$ cat config.mk
export PLATFORM = sky130hd
export DESIGN_NAME = alarm_table_timer
export DESIGN_NICKNAME = d
export VERILOG_FILES = /design/src/hdl/att_pkg.sv /design/src/hdl/att_ram.sv /design/src/hdl/att_div.sv /design/src/hdl/alarm_table_timer.sv
export VERILOG_INCLUDE_DIRS = /design/src /design/src/hdl
export SDC_FILE = /design/constraint.sdc
export NUM_CORES = 1
export LEC_CHECK = 0
export BUFFER_PORTS_ARGS = -buffer_cell sky130_fd_sc_hd__buf_2
export CAP_MARGIN = 40
export CELL_PAD_IN_SITES_DETAIL_PLACEMENT = 0
export CELL_PAD_IN_SITES_GLOBAL_PLACEMENT = 1
export CORE_MARGIN = 2
export CORE_UTILIZATION = 25
export DETAILED_ROUTE_END_ITERATION = 10
export PLACE_DENSITY = 0.43
export SLEW_MARGIN = 20
export SYNTH_ARGS = -nofsm -noshare
export SYNTH_HDL_FRONTEND = slang
export SYNTH_HIERARCHICAL = 1
export SYNTH_SLANG_ARGS = --single-unit
$ cat constraint.sdc
create_clock -name clock -period 14.99 [get_ports clock]
set_input_delay 0.7495 -clock clock [delete_from_list [all_inputs] [get_ports clock]]
set_output_delay 0.7495 -clock clock [all_outputs]
set_load 0.05 [all_outputs]
$ cat src/hdl/alarm_table_timer_defines.svh
// Assertion helpers shared by the alarm table timer RTL.
`ifndef ALARM_TABLE_TIMER_DEFINES_SVH
`define ALARM_TABLE_TIMER_DEFINES_SVH

// Same-cycle implication.
`define ATT_ASSERT_NOW(label, clk, rst, ante, cons) \
   label: assert property (@(posedge clk) disable iff (rst) (ante) |-> (cons)) \
      else $error("alarm table timer: assertion failed");

// Next-cycle implication.
`define ATT_ASSERT_NEXT(label, clk, rst, ante, cons) \
   label: assert property (@(posedge clk) disable iff (rst) (ante) |=> (cons)) \
      else $error("alarm table timer: assertion failed");

`endif

$ cat src/hdl/att_pkg.sv
package att_pkg;

   localparam logic [1:0] FUNC_TICK   = 2'd0;
   localparam logic [1:0] FUNC_SET    = 2'd1;
   localparam logic [1:0] FUNC_REMOVE = 2'd2;
   localparam logic [1:0] FUNC_CLEAR  = 2'd3;

   localparam logic [1:0] STATUS_OK   = 2'd0;
   localparam logic [1:0] STATUS_FULL = 2'd1;
   localparam logic [1:0] STATUS_ZERO = 2'd2;

   localparam logic KIND_FIRE   = 1'b0;
   localparam logic KIND_STATUS = 1'b1;

   localparam int TIME_W = 16;

   typedef struct packed {
      logic [7:0]        handler;
      logic [TIME_W-1:0] period;
      logic [TIME_W-1:0] left;
      logic              repeats;
   } att_entry_type;

   typedef struct packed {
      logic              done;
      logic [TIME_W-1:0] quotient;
      logic [TIME_W-1:0] remainder;
   } att_div_result_type;

endpackage

$ cat src/hdl/att_ram.sv
module att_ram #(
   parameter int WIDTH = 8,
   parameter int DEPTH = 16,
   localparam int AW = (DEPTH > 1) ? $clog2(DEPTH) : 1
) (
   input  logic             clock,
   input  logic             wr_en,
   input  logic [AW-1:0]    wr_addr,
   input  logic [WIDTH-1:0] wr_data,
   input  logic             rd_en,
   input  logic [AW-1:0]    rd_addr,
   output logic [WIDTH-1:0] rd_data
);

   logic [WIDTH-1:0] mem_ff [DEPTH];
   logic [WIDTH-1:0] rd_data_ff;

   always_ff @(posedge clock) begin
      if (wr_en) begin
         mem_ff[wr_addr] <= wr_data;
      end
      if (rd_en) begin
         rd_data_ff <= mem_ff[rd_addr];
      end
   end

   assign rd_data = rd_data_ff;

endmodule

$ cat src/hdl/att_div.sv
module att_div
   import att_pkg::*;
(
   input  logic               clock,
   input  logic               reset,
   input  logic               start,
   input  logic [TIME_W-1:0]  dividend,
   input  logic [TIME_W-1:0]  divisor,
   output att_div_result_type result
);

   localparam int CNT_W = $clog2(TIME_W + 1);

   logic [TIME_W-1:0] quo_ff, quo_in;
   logic [TIME_W-1:0] rem_ff, rem_in;
   logic [TIME_W-1:0] dvs_ff, dvs_in;
   logic [CNT_W-1:0]  cnt_ff, cnt_in;
   logic              run_ff, run_in;
   logic              done_ff, done_in;
   logic [TIME_W:0]   shifted;
   logic [TIME_W:0]   diff;

   // one quotient bit per cycle, restoring
   always_comb begin
      shifted = {rem_ff, quo_ff[TIME_W-1]};
      diff    = shifted - {1'b0, dvs_ff};
      quo_in  = quo_ff;
      rem_in  = rem_ff;
      dvs_in  = dvs_ff;
      cnt_in  = cnt_ff;
      run_in  = run_ff;
      done_in = 1'b0;
      if (start) begin
         quo_in = dividend;
         rem_in = '0;
         dvs_in = divisor;
         cnt_in = CNT_W'(TIME_W);
         run_in = 1'b1;
      end else if (run_ff) begin
         quo_in = {quo_ff[TIME_W-2:0], ~diff[TIME_W]};
         rem_in = diff[TIME_W] ? shifted[TIME_W-1:0] : diff[TIME_W-1:0];
         cnt_in = cnt_ff - CNT_W'(1);
         if (cnt_ff == CNT_W'(1)) begin
            run_in  = 1'b0;
            done_in = 1'b1;
         end
      end
   end

   always_ff @(posedge clock) begin
      if (reset) begin
         run_ff  <= 1'b0;
         done_ff <= 1'b0;
         cnt_ff  <= '0;
      end else begin
         run_ff  <= run_in;
         done_ff <= done_in;
         cnt_ff  <= cnt_in;
      end
      quo_ff <= quo_in;
      rem_ff <= rem_in;
      dvs_ff <= dvs_in;
   end

   assign result.done      = done_ff;
   assign result.quotient  = quo_ff;
   assign result.remainder = rem_ff;

endmodule

$ cat src/hdl/alarm_table_timer.sv
// Alarm table timer. An item is taken when start is high and busy is low; every
// item answers with fire results (tick only, table order) followed by exactly
// one status result with rsp_last set. Results appear for one cycle on
// rsp_valid and cannot be held off. Set, clear, and a tick or remove on an
// empty table are answered without leaving idle: the status shows in the next
// cycle and busy stays low. Tick and remove walk the table through its entry
// RAM (one read port, one write port), reading and then evaluating each slot
// below the entry count before giving the status; each expiring repeating
// alarm waits on the shared 16-step divider that works out its fire count and
// reload.
`include "alarm_table_timer_defines.svh"

module alarm_table_timer
   import att_pkg::*;
#(
   parameter int SLOTS = 16
) (
   input  logic        clock,
   input  logic        reset,
   input  logic        start,
   output logic        busy,
   input  logic [1:0]  req_func,
   input  logic [7:0]  req_handler_id,
   input  logic [15:0] req_interval,
   input  logic        req_repeat_req,
   input  logic [15:0] req_elapsed,
   output logic        rsp_valid,
   output logic        rsp_kind,
   output logic [7:0]  rsp_fired_handler,
   output logic [15:0] rsp_fire_count,
   output logic [1:0]  rsp_status,
   output logic        rsp_last
);

   localparam int IW = (SLOTS > 1) ? $clog2(SLOTS) : 1;
   localparam int CW = $clog2(SLOTS + 1);

   localparam logic [2:0] S_IDLE = 3'd0;
   localparam logic [2:0] S_RD   = 3'd1;
   localparam logic [2:0] S_EVAL = 3'd2;
   localparam logic [2:0] S_DIV  = 3'd3;
   localparam logic [2:0] S_DONE = 3'd4;

   logic [2:0]        state_ff, state_in;
   logic [CW-1:0]     idx_ff, idx_in;
   logic [CW-1:0]     wr_ff, wr_in;
   logic [CW-1:0]     count_ff, count_in;
   logic [SLOTS-1:0]  valid_ff, valid_in;
   logic [1:0]        func_ff;
   logic [7:0]        hid_ff;
   logic [15:0]       el_ff;

   logic              rsp_valid_ff, rsp_valid_in;
   logic              rsp_kind_ff, rsp_kind_in;
   logic [7:0]        rsp_hid_ff, rsp_hid_in;
   logic [15:0]       rsp_cnt_ff, rsp_cnt_in;
   logic [1:0]        rsp_status_ff, rsp_status_in;
   logic              rsp_last_ff, rsp_last_in;

   logic              accept;
   logic              ram_we;
   logic [IW-1:0]     ram_waddr;
   att_entry_type     ram_wdata;
   logic              ram_re;
   logic [$bits(att_entry_type)-1:0] ram_rdata;
   att_entry_type     rd;

   logic              div_start;
   att_div_result_type div_res;

   logic              expired;
   logic [15:0]       over;
   logic              step;
   logic              keep;
   logic [15:0]       keep_left;
   logic [CW-1:0]     wr_next;

   assign accept = start && !busy;
   assign busy   = (state_ff != S_IDLE);
   assign rd     = att_entry_type'(ram_rdata);

   assign expired = (el_ff >= rd.left);
   assign over    = el_ff - rd.left;

   att_ram #(
      .WIDTH($bits(att_entry_type)),
      .DEPTH(SLOTS)
   ) u_ram (
      .clock   (clock),
      .wr_en   (ram_we),
      .wr_addr (ram_waddr),
      .wr_data (ram_wdata),
      .rd_en   (ram_re),
      .rd_addr (idx_ff[IW-1:0]),
      .rd_data (ram_rdata)
   );

   att_div u_div (
      .clock    (clock),
      .reset    (reset),
      .start    (div_start),
      .dividend (over),
      .divisor  (rd.period),
      .result   (div_res)
   );

   always_comb begin
      state_in      = state_ff;
      idx_in        = idx_ff;
      wr_in         = wr_ff;
      count_in      = count_ff;
      valid_in      = valid_ff;
      ram_we        = 1'b0;
      ram_waddr     = wr_ff[IW-1:0];
      ram_wdata     = rd;
      ram_re        = 1'b0;
      div_start     = 1'b0;
      step          = 1'b0;
      keep          = 1'b0;
      keep_left     = rd.left;
      rsp_valid_in  = 1'b0;
      rsp_kind_in   = KIND_STATUS;
      rsp_hid_in    = '0;
      rsp_cnt_in    = '0;
      rsp_status_in = STATUS_OK;
      rsp_last_in   = 1'b0;

      unique case (state_ff)
         S_IDLE: begin
            if (start) begin
               unique case (req_func) inside
                  FUNC_SET: begin
                     rsp_valid_in = 1'b1;
                     rsp_last_in  = 1'b1;
                     if (req_interval == '0) begin
                        rsp_status_in = STATUS_ZERO;
                     end else if (count_ff == CW'(SLOTS)) begin
                        rsp_status_in = STATUS_FULL;
                     end else begin
                        ram_we            = 1'b1;
                        ram_waddr         = count_ff[IW-1:0];
                        ram_wdata.handler = req_handler_id;
                        ram_wdata.period  = req_interval;
                        ram_wdata.left    = req_interval;
                        ram_wdata.repeats = req_repeat_req;
                        valid_in[count_ff[IW-1:0]] = 1'b1;
                        count_in = count_ff + CW'(1);
                     end
                  end
                  FUNC_CLEAR: begin
                     valid_in     = '0;
                     count_in     = '0;
                     rsp_valid_in = 1'b1;
                     rsp_last_in  = 1'b1;
                  end
                  FUNC_TICK, FUNC_REMOVE: begin
                     idx_in = '0;
                     wr_in  = '0;
                     if (count_ff == '0) begin
                        rsp_valid_in = 1'b1;
                        rsp_last_in  = 1'b1;
                     end else begin
                        state_in = S_RD;
                     end
                  end
                  default: begin
                  end
               endcase
            end
         end
         S_RD: begin
            ram_re   = 1'b1;
            state_in = S_EVAL;
         end
         S_EVAL: begin
            if (func_ff == FUNC_REMOVE) begin
               step = 1'b1;
               if (valid_ff[idx_ff[IW-1:0]] && rd.handler == hid_ff) begin
                  valid_in[idx_ff[IW-1:0]] = 1'b0;
               end
            end else if (!valid_ff[idx_ff[IW-1:0]]) begin
               step = 1'b1;
            end else if (!expired) begin
               step      = 1'b1;
               keep      = 1'b1;
               keep_left = rd.left - el_ff;
            end else if (rd.repeats) begin
               div_start = 1'b1;
               state_in  = S_DIV;
            end else begin
               // one-shot expiry: fire once, drop the entry
               step         = 1'b1;
               rsp_valid_in = 1'b1;
               rsp_kind_in  = KIND_FIRE;
               rsp_hid_in   = rd.handler;
               rsp_cnt_in   = 16'd1;
            end
         end
         S_DIV: begin
            if (div_res.done) begin
               step         = 1'b1;
               keep         = 1'b1;
               keep_left    = rd.period - div_res.remainder;
               rsp_valid_in = 1'b1;
               rsp_kind_in  = KIND_FIRE;
               rsp_hid_in   = rd.handler;
               rsp_cnt_in   = div_res.quotient + 16'd1;
            end
         end
         S_DONE: begin
            rsp_valid_in = 1'b1;
            rsp_last_in  = 1'b1;
            state_in     = S_IDLE;
         end
         default: begin
            state_in = S_IDLE;
         end
      endcase

      // compaction: kept entries slide down to the write index
      wr_next = wr_ff + CW'(keep);
      if (keep) begin
         ram_we         = 1'b1;
         ram_wdata      = rd;
         ram_wdata.left = keep_left;
         valid_in[wr_ff[IW-1:0]] = 1'b1;
      end
      if (step) begin
         wr_in = wr_next;
         if (idx_ff + CW'(1) == count_ff) begin
            state_in = S_DONE;
            if (func_ff == FUNC_TICK) begin
               count_in = wr_next;
               for (int k = 0; k < SLOTS; k++) begin
                  if (CW'(k) >= wr_next) begin
                     valid_in[k] = 1'b0;
                  end
               end
            end
         end else begin
            idx_in   = idx_ff + CW'(1);
            state_in = S_RD;
         end
      end
   end

   always_ff @(posedge clock) begin
      if (reset) begin
         state_ff     <= S_IDLE;
         idx_ff       <= '0;
         wr_ff        <= '0;
         count_ff     <= '0;
         valid_ff     <= '0;
         rsp_valid_ff <= 1'b0;
      end else begin
         state_ff     <= state_in;
         idx_ff       <= idx_in;
         wr_ff        <= wr_in;
         count_ff     <= count_in;
         valid_ff     <= valid_in;
         rsp_valid_ff <= rsp_valid_in;
      end
      if (accept) begin
         func_ff <= req_func;
         hid_ff  <= req_handler_id;
         el_ff   <= req_elapsed;
      end
      rsp_kind_ff   <= rsp_kind_in;
      rsp_hid_ff    <= rsp_hid_in;
      rsp_cnt_ff    <= rsp_cnt_in;
      rsp_status_ff <= rsp_status_in;
      rsp_last_ff   <= rsp_last_in;
   end

   assign rsp_valid         = rsp_valid_ff;
   assign rsp_kind          = rsp_kind_ff;
   assign rsp_fired_handler = rsp_hid_ff;
   assign rsp_fire_count    = rsp_cnt_ff;
   assign rsp_status        = rsp_status_ff;
   assign rsp_last          = rsp_last_ff;

   `ATT_ASSERT_NOW(a_count_range, clock, reset, 1'b1, count_ff <= CW'(SLOTS))
   `ATT_ASSERT_NOW(a_compact_order, clock, reset, state_ff == S_EVAL || state_ff == S_DIV, wr_ff <= idx_ff)
   `ATT_ASSERT_NOW(a_fire_on_tick, clock, reset, rsp_valid_ff && rsp_kind_ff == KIND_FIRE, func_ff == FUNC_TICK)
   `ATT_ASSERT_NEXT(a_accept_progress, clock, reset, accept, busy || rsp_valid_ff)

endmodule

Word-level counts from Yosys, hierarchy flattened
Memory sizes are Yosys's and may differ from the RTL's. A register that Yosys moved wholly into a read port is not among the register bits.
Index checks and enable logic that the tools add are counted.
{"block": "word_totals", "ff_bits": 144, "ramBits": 656, "in_bits": 46, "elab_cells": 246, "mem_count": 1}
{"name": "u_ram.mem_ff", "words": 16, "width": 41, "read_ports": 1, "rd_ports_with_merged_regs": 1, "write_ports": 1, "line_no": "att_ram.sv:15", "source": "logic [WIDTH-1:0] mem_ff [DEPTH];"}
{"block": "op_classes", "addsub": 9, "n_lt_le_gt_ge": 23, "n_eq_ne": 20, "n_mux": 138, "bitwise_logic": 9, "reduce_logical": 24}
{"cell": "two-way mux 16 bit", "count": 17}
{"cell": "two-way mux 41 bit", "count": 6}
{"cell": "one-hot mux 16 bit (2 select lines)", "count": 4}
{"cell": "two-way mux 5 bit", "count": 18}
{"cell": "two-way mux 1 bit", "count": 60}
{"cell": "subtractor 16 bit", "count": 3}
{"cell": "greater-or-equal comparator 4 x 5 -> 1 bit (first input constant)", "count": 8}
{"cell": "two-way mux 8 bit", "count": 5}
{"cell": "OR 16 bit", "count": 2}
{"cell": "two-way mux 3 bit", "count": 9}
{"cell": "greater-or-equal comparator 3 x 5 -> 1 bit (first input constant)", "count": 4}
{"cell": "two-way mux 4 bit", "count": 5}
{"cell": "!= test 3 bit (second input constant)", "count": 6}
{"cell": "subtractor 17 x 16 -> 17 bit", "count": 1}
{"cell": "adder 16 x 1 -> 16 bit (second input constant)", "count": 1}
{"cell": "AND 16 bit", "count": 1}
{"cell": "greater-or-equal comparator 16 bit", "count": 1}
{"cell": "zero test 16 bit", "count": 1}
{"cell": "inverter 16 bit", "count": 1}
{"cell": "one-hot mux 8 bit (2 select lines)", "count": 1}
{"cell": "< comparator 4 x 5 -> 1 bit (second input constant)", "count": 3}
{"cell": "demux 1 bit (select 4 bit)", "count": 3}
{"cell": "greater-or-equal comparator 4 x 1 -> 1 bit (second input constant)", "count": 3}
{"cell": "one-hot mux 3 bit (4 select lines)", "count": 1}
{"cell": "other kinds (34)", "count": 59}

Depth between registers and ports, before layout
Gate-level depths: netlist of run 1.
{"block": "depth", "depth_word": 16, "mapped_depth": 17, "depth_no_buf": 16}

By module
Netlist of run 1, hierarchy kept.
{"module": "att_ram", "n_inst": 1, "cells_per_inst": 1066, "area_per_inst_um2": 25786.0}
{"module": "alarm_table_timer", "n_inst": 1, "cells_per_inst": 974, "area_per_inst_um2": 7468.4}
{"module": "att_div", "n_inst": 1, "cells_per_inst": 272, "area_per_inst_um2": 2970.3}

Worst setup path before layout of run 1
Ideal clock, no wire load.
{"block": "synth_timing", "path_kind": "register -> register", "from": "reg state_ff[2]", "to": "mem u_ram/mem_ff[0][0] (netlist bit), enable pin", "arrival_ns": 5.837, "required_time_ns": 14.500, "slack_ns": 8.663, "stages_incl_launch_ff": 13, "path_buffers": 4, "cell_sequence": "dfxtp_1 > clkbuf_1 > nor3_1 > inv_1 > or3_1 > nor2b_1 > buf_4 > and2_1 > buf_2 > buf_1 > o21ai_0 > or3b_2 > nor3_1"}
{"block": "synth_between", "word_cells_on_any_way": 9, "classes_between": "2 x eq/ne; 6 x mux; 1 x reduce/logical"}
{"item": "start, declared", "line_no": "alarm_table_timer.sv:44", "source": "logic [2:0] state_ff, state_in;"}
{"item": "start signal, assigned", "line_no": "alarm_table_timer.sv:256", "source": "state_ff <= state_in;"}
{"item": "zero test 3 bit", "line_no": "alarm_table_timer.sv:128", "source": "unique case (state_ff)"}
{"item": "two-way mux 4 bit", "line_no": "alarm_table_timer.sv:128"}
{"item": "via ram_waddr[2]", "line_no": "alarm_table_timer.sv:62", "source": "logic [IW-1:0] ram_waddr;"}
{"item": "end, declared", "line_no": "att_ram.sv:15"}
The timed path passes the listed nets, and every way through them passes these cells.

Worst setup path after layout of run 1
{"block": "layout_timing", "from": "reg state_ff[0]", "to": "mem u_ram/mem_ff[14][12] (netlist bit), enable pin"}
{"block": "layout_between", "elab_chain_len": 5, "word_cells_on_any_way": 9, "classes_between": "2 x eq/ne; 6 x mux; 1 x reduce/logical"}
{"item": "== test 3 x 2 -> 1 bit or zero test 3 bit (tied branches)", "line_no": "alarm_table_timer.sv:128"}
{"item": "one-hot mux 1 bit (2 select lines) or two-way mux 1 bit (tied branches)", "line_no": "alarm_table_timer.sv:128"}
{"item": "two-way mux 1 bit (*)", "line_no": "alarm_table_timer.sv:222", "source": "if (keep) begin"}
{"item": "via ram_we", "line_no": "alarm_table_timer.sv:61", "source": "logic ram_we;"}
{"item": "two-way mux 1 bit (*)", "line_no": "att_ram.sv:19", "source": "if (wr_en) begin"}
{"item": "two-way mux 1 bit (not written as such) (*)", "line_no": "att_ram.sv:20", "source": "mem_ff[wr_addr] <= wr_data;"}
The timed path passes the listed nets; every way through them passes the cells marked *.

==> results by group, run 1 <==
Setup path
  – Crit path max fanout: 28
  – Critical path's slowest cell: nor2_4
  – Critical-path cell list: nor3_1 -> inv_1 -> or3_1 -> nor2b_1 -> buf_4 -> and2_2 -> buf_4 -> nor3_2 -> buf_4 -> inv_1 -> nand3_1 -> nor2_4 -> buf_4
  – Crit. End Element: flop
  – Critical setup path kind: reg2reg
  – Critical path's most frequent cell: buf_4
  – CP Launch Type: flop
  – Max incr delay on CP: 0.69 ns
  – Required @ worst endpoint: 15.32 ns
  – CP arrival: 5.76 ns
  – R2R Setup Slk: 9.55 ns

Synth
  – Cell accounting for the most synthesized area: edfxtp_1
  – Syn Inst Count: 2,312
  – Main synth FF type: edfxtp_1
  – Syn Std Cell Area: 36,200 sq um
  – Mean area per synthesized cell: 15.7 sq um
  – Area share of the largest cell type after synthesis: 62.6%
  – Flops & latches, synth: 841
  – Net Count, Synth: 2,437
  – Sequential element share of the synthesized area: 67.3%
  – Number of flops mapped to enable cells by yosys: 755
  – FFs w/ async S/R, synth: 0%
  – Yosys warns: 6
  – Distinct cell type count after synthesis: 82
  – Top cells by area, synth: edfxtp_1, mux4_2, dfxtp_1

Timing
  – Final setup TNS: 0 ns
  – Fmax: 184 MHz
  – Slew Limit Fails: 0
  – Setup Skew: 0.0529 ns
  – Final hold vios: 0
  – RSZ-0062 raised after global routing: false
  – Least-Margin Pin Slew: 0.990 ns
  – Final period utilization: 36.3%
  – Max_slew headroom: 34.0%
  – Min cycle time layout: 5.44 ns
  – Setup violations, final: 0

Detailed routing
  – # DRC: 16
  – Vias: 20,800
  – Post-DRT Antenna Nets: 0
  – 1st-iter DRT viols: 1,553
  – DR pass1 iterations: 8
  – Post-DR vias/cell: 4.69
  – Avg WL per Cell: 24.0 microns
  – Final wirelength: 106,000 microns

Power and ir drop
  – Power Dens Cells: 124 nW/um^2
  – Post-layout power: 0.00525 W
  – Leak: 13.8 nW
  – Max VDD drop: 0.0941 mV

Placement
  – DP HPWL: 66,800 microns
  – Final GP Congestion: 0.783
  – I/O Buffers: 75

Final layout
  – Layout cell share with drive strength beyond 1: 20.2%
  – Nets@finish: 2,569
  – Most common cell after layout, fill and taps aside: edfxtp_1
  – # fillers: 14,400
  – Commonest non-fill, non-tap cells in the layout: edfxtp_1, nand2_1, mux4_2
  – Area Growth Syn to Fin: 17.0%

Clocking
  – CTS sink cnt: 841
  – Number of setup buffers added after CTS: 0
  – Hold buffer count at CTS: 0
  – Clock transition at the registers of the reported paths: 0.06 ns
  – CTS tree: built
  – Root Driver: clkbuf_16
  – Clock latency on the worst-skew pair: 0.71 ns
  – Post-CTS sizing: 0
  – CTS H-tree lvls: 3
  – Inserted Clock Buffers: 98
  – Max clock buf depth: 3

Global route
  – Initial antenna violation count: 2
  – Grt total ovfl: 0
  – First-pass GRT wire length: 156,000 microns
  – Largest net degree at the start of global routing: 102
  – Vias in the first global route: 21,700
  – GRT Overall Usage: 14.5%

Floorplanning
  – CORE AREA: 144,000 sq um
  – IO Pins: 76
  – DIE AREA: 148,000 sq um
  – Die X: 385 microns
  – Die Y-Extent: 385 microns
  – Starting Density: 25.2%
  – Row count: 139

Status
  – Failing checks: DRC
  – Status: finished, violations left

Worst hold path
  – Worst Hold Class: in2reg

Flow run
  – Max cap viols: 0
==> per-stage QoR <==
step,area (sq um),setup slack (ns),cells,hold slack [ns],util [%]
floorplan,36200,8.66,2312,0.426,-
global placement,39000,9.29,4228,0.458,27.2
detailed placement,39200,9.09,4240,0.476,27.3
CTS,42300,9.15,4422,0.186,29.4
global route,42400,9.25,4429,0.202,29.5
finish,42400,9.55,4430,0.251,29.5
==> cell families after synthesis <==
family	synth area share, %
AOI/OAI and AO/OA	7.53
DFF	67.3
and+or+nand+nor	6.57
muxes	11.2
buffers and inverters	2.47
xor gates and xnor gates	2.06
adders and majority gates	2.81
==> critical path: cells and delay by family (launching register included) <==
kind | cells | cell delay (ns)
buffers and inverters | 6 | 1.88
DFF | 1 | 0.47
and+or+nand+nor | 7 | 2.65
==> metal layers <==
metal / wire length [microns] / part of all wire [%] / vias to the layer above / global-route usage [%]
li1: - / - / 9323 / -
met1: 50600 / 48 / 10900 / 20.6
met2: 49000 / 46 / 447 / 22.8
met3: 4510 / 4.2 / 145 / 2.54
met4: 2410 / 2.3 / 0 / 3.66
met5: 0 / 0 / - / 0
==> worst paths after layout <==
| kind | start | end | cells past startpoint |
|---|---|---|---|
| worst max-delay path | state_ff[0]$_SDFFE_PP0P_ | u_ram/mem_ff[14][12]$_DFFE_PP_ | 13 |
| worst min-delay path | req_handler_id[3] | hid_ff[3]$_DFFE_PP_ | 1 |
| worst max register to register | state_ff[0]$_SDFFE_PP0P_ | u_ram/mem_ff[14][12]$_DFFE_PP_ | 13 |
| worst min register to register | u_ram/rd_data[17]$_DFFE_PP_ | u_div/dvs_ff[0]$_DFFE_PP_ | 0 |
==> synthesized netlist by cell type (9+ instances only) <==
cell	n
nand2b_1	17
ha_1	75
xnor2_1	48
buf_1	17
nand4_1	16
edfxtp_1	755
o211ai_1	10
nand3_1	38
a22oi_1	87
clkbuf_1	53
mux4_2	166
nor3_1	43
inv_1	99
a21oi_1	95
o31ai_1	9
mux2_2	16
nor2_1	106
buf_2	27
and2_1	17
mux2i_1	15
o21a_1	12
a211oi_1	13
o21ai_0	61
nor2b_1	27
a21o_1	26
dfxtp_1	86
xor2_1	37
nor4_1	11
a31oi_1	20
nand2_1	183
buf_4	13
==> layout make-up <==
class                      instances  area (sq um)  area share (%)
timing repair buffer             144          1030            2.43
clock buffer                     123          2610            6.16
multi-input combinational       1260         11100            26.2
sequential                       841         24400            57.6
clock inverter                    59           483            1.14
antenna                            1          2.50         0.00590
inverter                          99           372           0.877
tap                             1903          2380            5.62
==> power by group <==
part / leakage [nW] / internal (W) / total [W] / switching [W]
registers: 7.52 / 0.00258 / 0.00260 / 0.0000222
logic: 4.82 / 0.000130 / 0.000357 / 0.000227
clock network: 1.49 / 0.00132 / 0.00230 / 0.000978
total: 13.8 / 0.00403 / 0.00525 / 0.00123
==> state kept, by name, summed over array words and instances, names as in the netlist, 5 cells and up <==
| signal | flops |
|---|---|
| u_ram/mem_ff | 656 |
| u_ram/rd_data | 41 |
| el_ff | 16 |
| rsp_fire_count | 16 |
| u_div/dvs_ff | 16 |
| u_div/quo_ff | 16 |
| u_div/rem_ff | 16 |
| valid_ff | 16 |
| hid_ff | 8 |
| rsp_fired_handler | 8 |
| count_ff | 5 |
| idx_ff | 5 |
| u_div/cnt_ff | 5 |
| wr_ff | 5 |
(Power assumes the default switching activity.)
==> run 2, diff against run 1 <==
Settings changed: PLACE_DENSITY 0.43 to 0.45.
Clock period 14.99 ns to 4.8 ns, I/O delays scaled along.
==> results by group, run 2 (synthesized netlist as in run 1, its figures left out) <==
Status
  – Status: finished, violations left
  – Failing checks: DRC

Placement
  – Final GP Congestion: 0.827
  – Placed insts: 4,265
  – I/O Buffers: 75
  – DP HPWL: 73,100 microns
  – Pre-CTS setup slack: 0.300 ns

Timing
  – Final period utilization: 92.5%
  – Slew Limit Fails: 0
  – Min cycle time layout: 4.44 ns
  – WHS: 0.104 ns
  – Setup violations, final: 0
  – RSZ-0062 raised after global routing: false
  – Setup Skew: 0.0207 ns
  – Final hold vios: 0
  – Fmax: 225 MHz
  – Final setup TNS: 0 ns
  – Setup ws final: 0.360 ns
  – Least-Margin Pin Slew: 0.862 ns
  – Max_slew headroom: 42.6%

Detailed routing
  – DR pass1 iterations: 8
  – Vias: 21,000
  – Post-DRT Antenna Nets: 0
  – # DRC: 20
  – 1st-iter DRT viols: 1,772
  – Avg WL per Cell: 23.9 microns
  – Final wirelength: 107,000 microns
  – Post-DR vias/cell: 4.69

Power and ir drop
  – Power Dens Cells: 385 nW/um^2
  – Leak: 14.0 nW
  – Max VDD drop: 0.251 mV

Global route
  – Vias in the first global route: 21,700
  – Initial antenna violation count: 4
  – Grt total ovfl: 0
  – First-pass GRT wire length: 156,000 microns
  – GRT Overall Usage: 14.4%
  – Largest net degree at the start of global routing: 79

Final layout
  – Layout cell share with drive strength beyond 1: 20.7%
  – Max reg flops: 656
  – Most common cell after layout, fill and taps aside: edfxtp_1
  – Nets@finish: 2,616
  – Fin cells: 4,475
  – Commonest non-fill, non-tap cells in the layout: edfxtp_1, nand2_1, mux4_2
  – Biggest register: u_ram/mem_ff
  – Area Growth Syn to Fin: 18.4%
  – Utilization after layout: 29.9%

Floorplanning
  – IO Pins: 76
  – Starting Density: 25.2%
  – Row count: 139
  – CORE AREA: 144,000 sq um
  – Die Y-Extent: 385 microns
  – DIE AREA: 148,000 sq um
  – Die X: 385 microns

Setup path
  – CP arrival: 4.80 ns
  – Reg2Reg Depth: 12
  – Critical setup path kind: reg2reg
  – CP Launch Type: flop
  – R2R Path End: u_ram/mem_ff[11][7]$_DFFE_PP_
  – R2R Setup Slk: 0.36 ns
  – Crit path max fanout: 31
  – Crit. End Element: flop
  – R2R Path Start: u_ram/rd_data[10]$_DFFE_PP_
  – Required @ worst endpoint: 5.16 ns

Clocking
  – Max clock buf depth: 3
  – CTS sink cnt: 841
  – Inserted Clock Buffers: 97
  – CTS tree: built
  – CTS H-tree lvls: 3
  – Clock transition at the registers of the reported paths: 0.06 ns
  – Post-CTS sizing: 0
  – Clock latency on the worst-skew pair: 0.69 ns
  – Root Driver: clkbuf_16

Worst hold path
  – Hold depth: 2
  – Worst Hold Class: in2reg
  – Hold Startpoint: reset
  – Hold Path End: u_div/run_ff$_SDFF_PP0_

Flow run
  – Max cap viols: 0
## run 2: stage by stage
stage	cell area, sq um	total power [W]
2_1_floorplan	36300	0.00900
3_3_place_gp	39400	0.00941
3_5_place_dp	39400	0.00941
4_1_cts	42800	0.0167
5_1_grt	42900	0.0171
6_report	42900	0.0165
## run 2: worst max-delay path by stage
stage / depth (start not counted) / startpoint / endpoint / slack (ns)
after CTS: 9 / state_ff[1]$_SDFFE_PP0P_ / u_ram/mem_ff[1][19]$_DFFE_PP_ / 0.30
after floorplan: 11 / state_ff[2]$_SDFFE_PP0P_ / u_ram/mem_ff[15][0]$_DFFE_PP_ / -0.48
after detailed placement: 9 / state_ff[1]$_SDFFE_PP0P_ / u_ram/mem_ff[3][30]$_DFFE_PP_ / 0.30
after global placement: 9 / req_interval[0] / u_ram/mem_ff[14][24]$_DFFE_PP_ / 0.004
after global routing: 9 / state_ff[1]$_SDFFE_PP0P_ / u_ram/mem_ff[3][30]$_DFFE_PP_ / 0.1
final: 12 / u_ram/rd_data[10]$_DFFE_PP_ / u_ram/mem_ff[11][7]$_DFFE_PP_ / 0.36
## run 2: layer usage
layer	share of wire, %	vias to the layer above	track usage, %
met5	0	-	0
met4	2.1	0	4.06
met3	4.3	124	1.99
met2	45	451	22.2
met1	49	11000	21.2
li1	-	9415	-
## run 2: power by group
part / internal [W] / leakage [nW] / switching [W] / total (W)
sequential: 0.00805 / 7.52 / 0.0000607 / 0.00811
combinational: 0.000423 / 5.01 / 0.000734 / 0.00116
clock: 0.00420 / 1.51 / 0.00304 / 0.00723
total: 0.0127 / 14.0 / 0.00383 / 0.0165
## run 2: what timing repair did
item                                    CTS  global route
hold buffers                             26             0
endpoints found under the setup margin    0             0
hold endpoints to repair                 26             0
setup buffers                             0             0
## run 2: cell type report
type / count / area, sq um
Tap cell: 1903 / 2380
Clock buffer: 118 / 2540
Sequential cell: 841 / 24400
Antenna cell: 1 / 2.50
Clock inverter: 61 / 561
Fill cell: 14300 / 101000
Inverter: 99 / 372
Timing Repair Buffer: 192 / 1510
Multi-Input combinational cell: 1260 / 11100
## run 2: worst max-delay path, cell delays in order, from the launching register on
cell	delay, ns
edfxtp_1	0.50
ha_1	0.49
a21o_1	0.22
a21o_1	0.17
a221o_1	0.44
o21a_1	0.23
nor2_1	0.20
nor3_2	0.06
inv_1	0.26
buf_4	0.18
nand3b_1	0.37
nor2_4	0.58
buf_12	0.31
